File: config.mk
export PLATFORM = sky130hd
export DESIGN_NAME = bdcm_ctrl
export DESIGN_NICKNAME = d
export VERILOG_FILES = /design/src/hw/rtl/bdcm_pkg.sv /design/src/hw/rtl/bdcm_ctrl.sv
export SDC_FILE = /design/constraint.sdc
export NUM_CORES = 1
export LEC_CHECK = 0
export BUFFER_PORTS_ARGS = -buffer_cell sky130_fd_sc_hd__buf_2
export CORE_AREA = 2 2 39 41
export CTS_CLUSTER_SIZE = 8
export DETAILED_ROUTE_END_ITERATION = 8
export DIE_AREA = 0 0 41 43
export GPL_TIMING_DRIVEN = 0
export PLACE_DENSITY = 0.4
export SETUP_SLACK_MARGIN = 0.02
export SLEW_MARGIN = 5
export SYNTH_ARGS = -nofsm -noshare
export SYNTH_HDL_FRONTEND = slang
export SYNTH_SLANG_ARGS = --single-unit
export TNS_END_PERCENT = 50
File: constraint.sdc
create_clock -name clk -period 1.36 [get_ports clk]
set_input_delay 0.272 -clock clk [delete_from_list [all_inputs] [get_ports clk]]
set_output_delay 0.272 -clock clk [all_outputs]
set_load 0.01 [all_outputs]
File: src/hw/rtl/bdcm_pkg.sv
// ----------------------------------------------------------------------------
// bdcm_pkg
// shared types, codes and widths of the bitmap disc collision map core
// ----------------------------------------------------------------------------
`default_nettype none

package bdcm_pkg;

    // default map geometry and radius bound
    localparam int DEF_MAP_WIDTH  = 1024;
    localparam int DEF_MAP_HEIGHT = 512;
    localparam int DEF_MAX_RADIUS = 63;

    // fixed field widths
    localparam int POS_W = 12;              // signed pixel coordinate on the ports
    localparam int RAD_W = 6;               // radius field
    localparam int DW    = RAD_W + 1;       // signed disc offset, -63..63
    localparam int CW    = 14;              // signed map coordinate incl. offset
    localparam int SQ_W  = 14;              // dx*dx + dy*dy
    localparam int LHS_W = 16;              // 5 * (dx*dx + dy*dy)

    typedef enum logic [1:0] {
        MODE_WRITE = 2'd0,
        MODE_TEST  = 2'd1,
        MODE_CARVE = 2'd2,
        MODE_NONE  = 2'd3
    } mode_t;

    typedef enum logic [2:0] {
        ST_CLEAR = 3'd0,
        ST_IDLE  = 3'd1,
        ST_SCAN  = 3'd2,
        ST_DRAIN = 3'd3,
        ST_RESP  = 3'd4
    } state_t;

    // controller to datapath
    typedef struct packed {
        logic load;       // capture a new item
        logic clr_en;     // write one zero of the clearing pass
        logic scan_en;    // issue the current disc offset and step
    } cmd_t;

    // datapath to controller
    typedef struct packed {
        logic clr_last;   // clearing pass at its last address
        logic scan_last;  // current offset is the last of the disc
        logic pipe_busy;  // pixel pipeline still holds work
    } sts_t;

endpackage

`default_nettype wire

File: src/hw/rtl/bdcm_ctrl.sv
// ----------------------------------------------------------------------------
// bdcm_ctrl
// sequencer: clearing pass, item load, disc scan, drain and result strobe
// ----------------------------------------------------------------------------
`default_nettype none

module bdcm_ctrl
    import bdcm_pkg::*;
(
    input  wire logic       clk,
    input  wire logic       rst_n,
    input  wire logic       start,
    input  wire logic [1:0] mode,
    input  wire sts_t       sts,
    output cmd_t            cmd,
    output logic            busy,
    output logic            done
);

    state_t state_reg;
    state_t state_next;

    always_ff @(posedge clk or negedge rst_n)
    begin
        if (!rst_n)
            state_reg <= ST_CLEAR;
        else
            state_reg <= state_next;
    end

    always_comb
    begin
        state_next  = state_reg;
        cmd         = '0;
        busy        = 1'b1;
        done        = 1'b0;
        case (state_reg)
            ST_CLEAR:
            begin
                cmd.clr_en = 1'b1;
                if (sts.clr_last)
                    state_next = ST_IDLE;
            end
            ST_IDLE:
            begin
                busy = 1'b0;
                if (start)
                begin
                    cmd.load = 1'b1;
                    if (mode_t'(mode) == MODE_NONE)
                        state_next = ST_RESP;
                    else
                        state_next = ST_SCAN;
                end
            end
            ST_SCAN:
            begin
                cmd.scan_en = 1'b1;
                if (sts.scan_last)
                    state_next = ST_DRAIN;
            end
            ST_DRAIN:
            begin
                if (!sts.pipe_busy)
                    state_next = ST_RESP;
            end
            ST_RESP:
            begin
                done       = 1'b1;
                state_next = ST_IDLE;
            end
            default:
            begin
                state_next = ST_IDLE;
            end
        endcase
    end

    // an accepted item always keeps the block busy on the next cycle
    a_start_busy: assert property (@(posedge clk) disable iff (!rst_n)
        (start && !busy) |=> busy)
        else $error("bdcm_ctrl: idle after accepted item");

    // the result strobe is followed by an idle cycle
    a_done_idle: assert property (@(posedge clk) disable iff (!rst_n)
        done |=> !busy)
        else $error("bdcm_ctrl: not idle after result");

    // the clearing pass runs only once after reset
    a_clear_once: assert property (@(posedge clk) disable iff (!rst_n)
        (state_reg != ST_CLEAR) |=> (state_reg != ST_CLEAR))
        else $error("bdcm_ctrl: clearing pass restarted");

    // the result is never strobed while the pixel pipeline still holds work
    a_resp_empty: assert property (@(posedge clk) disable iff (!rst_n)
        done |-> !sts.pipe_busy)
        else $error("bdcm_ctrl: result while pipeline busy");

endmodule

`default_nettype wire

==> run summary <==
post-placement cell count = 51
CTS tree = yes
total gr overflow = 0
Die Height = 43 um
Root Driver = clkbuf_4
setup_tns = -0.140 ns
final setup margin = -0.0868 ns
Layout area overhead = 74.7%
CP top delay family = simple AND/OR/NAND/NOR gates
YS warnings = 0
drt wl/cell = 9.26 um
failing checks = negative setup slack
Worst Setup End Kind = output port
Final period util = 106%
Final Max Slew Viols = 0
post-synth top area share = 39.0%
RePlAce Congestion = 0.683
Post-Syn Nets = 31
crit path launch type = flip-flop
layout cells sized above 1 = 54.8%
WL final = 537 um
HP Start = sts[0]
synthesized cell area = 193 um2
final setup vio count = 3
CTS H-tree lvls = 1
Mean Syn Cell Area = 8.38 um2
synthesized flop and latch total = 3
Synth Instances = 23
kind of critical path = reg -> out
clock-pin slew on the worst setup and hold paths = 0.04 ns
core area = 0.00138 mm2
r2r worst-path depth = 3
routed vias/inst = 3.81
post-detailed-route DRC marker count = 0
Hold WC Path Type = in -> reg
max reg flops = 3
ranking of synthesized cells by area = dfrtp_1, nor3_1, nand2_1
fin nets = 51
top fanout value on the critical path = 2
PwrDens = 2370 mW/mm2
Hold WS = 0.337 ns
first drt pass iteration count = 4
largest net degree at the start of global routing = 11
Period minus WS final = 1.45 ns
fmax = 0.691 GHz
Reg-to-Reg Start = state_reg[2]
Critical R2R Capture = state_reg[2]
Starting DRT DRC Count = 6
num rows = 14
Worst Setup SP = state_reg[2]
Critical-path top delay cell = dfrtp_1
die area = 0.00176 mm2
Post-Place Cell Area = 273 um2
Slew Limit Headroom = 90.4%
Max Cap Viol = 0
die width = 41 um
Leakage = 0.169 nW
max incr delay on CP = 0.38 ns
I/O pin count = 13
CP endpoint = cmd[2]
R2R Setup Slk = 0.43 ns
post-route cell area = 337 um2
initial antenna violation count = 0
RSZ-0062 raised after global routing = true
non-filler instance count after layout = 58
outcome = complete, but fails checks
post-synth top area cell = dfrtp_1
Max clock buf depth = 2
CTS Buf Count = 3
total track usage = 7.55%
number of global-route vias before repair = 214
Worst-Margin Slew = 0.139 ns
Critical Path AT = 1.17 ns
Worst Skew = 0.000346 ns
VDD IR-drop max = 0.000649 V
IO buf count = 12
sequential fraction of the synthesis area = 39.0%
WP buf/inv = 1
via count = 221
insertion delay to the later sink of the worst-skew pair = 0.23 ns
final hold vios = 0
count of clock tree sinks = 3
Antenna Cells = 0
Starting Density = 13.9%
required time of the critical path = 1.09 ns
Detail Placement HPWL = 359 um
count of cell instances traversed by the critical path = 4
Netlist cell types = 16
crit path cell chain = nand2b_4, or2_4, nor2_2, buf_2
Routed Antenna Nets = 0
first-pass GRT wire length = 828 um
-- metrics by stage --
stage                     utilization, %  power [W]  setup slack (ns)
final                               24.3   0.000797           -0.0868
after global routing                24.3   0.000869            -0.132
after CTS                           24.1   0.000800           -0.0931
after detailed placement            19.7   0.000549            0.0515
after global placement              19.7   0.000549            0.0552
after floorplan                        -   0.000435             0.143
-- Yosys cell counts (all sizes together) --
master and instances:
a31oi 1, nand2 3, or2 1, buf 1, inv 1, nand2b 1, nor2 3, a2bb2oi 1
a21oi 1, mux2i 1, nor3 3, dfrtp 3, nor3b 1, o21ai 1, and2 1
-- tightest hold or removal path, stage by stage --
cell and delay (ns):
buf_2 0.11, nor2_1 0.09, nor3_1 0.05
-- kinds of logic after synthesis --
group	share of synthesized area (%)
compound gates	13.0
buf+inv	5.84
flops	39.0
mux	5.20
simple gates	37.0
-- how the worst min path moves through the flow --
| stage | depth (start not counted) | slack (ns) | end |
|---|---|---|---|
| finish | 3 | 0.34 | state_reg[1] |
| global route | 3 | 0.33 | state_reg[1] |
| CTS | 3 | 0.33 | state_reg[1] |
| detailed placement | 1 | 0.07 | state_reg[1] |
| global placement | 1 | 0.07 | state_reg[1] |
| floorplan | 0 | -0.02 | state_reg[0] |
-- metal layers --
layer / wire length, um / up-vias / GRT usage [%]
met5: 0 / - / 0
met4: 0 / 0 / 6.00
met3: 51 / 0 / 3.14
met2: 225 / 9 / 9.06
met1: 260 / 96 / 10.1
li1: - / 116 / -
-- placed cells by master, fill, tap and decap left out, drive strengths merged --
master,synthesis,layout
a2bb2oi,1,1
and2,1,1
nor3b,1,1
a21oi,1,1
nand2b,1,1
clkbuf,0,4
dlygate4sd3,0,1
or2,1,1
mux2i,1,1
nor3,3,3
inv,1,1
dfrtp,3,3
nand2,3,3
buf,1,15
o21ai,1,1
a31oi,1,1
nor2,3,3
-- where the power goes --
group          internal (W)  switching [W]  total (W)
Sequential         0.000137      0.0000508   0.000187
Clock              0.000110      0.0000440   0.000154
Combinational      0.000251       0.000205   0.000456
Total              0.000497       0.000300   0.000797
-- layout make-up --
type                    count  area, um2
plain buffers               1       11.3
clock buffers               4       26.3
fillers                   155       1050
inverters                   1       3.75
multi-input cells          18        114
flip-flops and latches      3       76.3
well taps                  16       20.0
repair buffers             15       85.1
-- repair_timing --
action / in CTS / in global routing
buffers inserted: 2 / 0
hold buffers: 1 / 0
endpoints found under the setup margin: 5 / 5
hold endpoints to repair: 3 / 0
resized for setup: 3 / 1
Note: power is estimated with default switching activity, not from simulation.
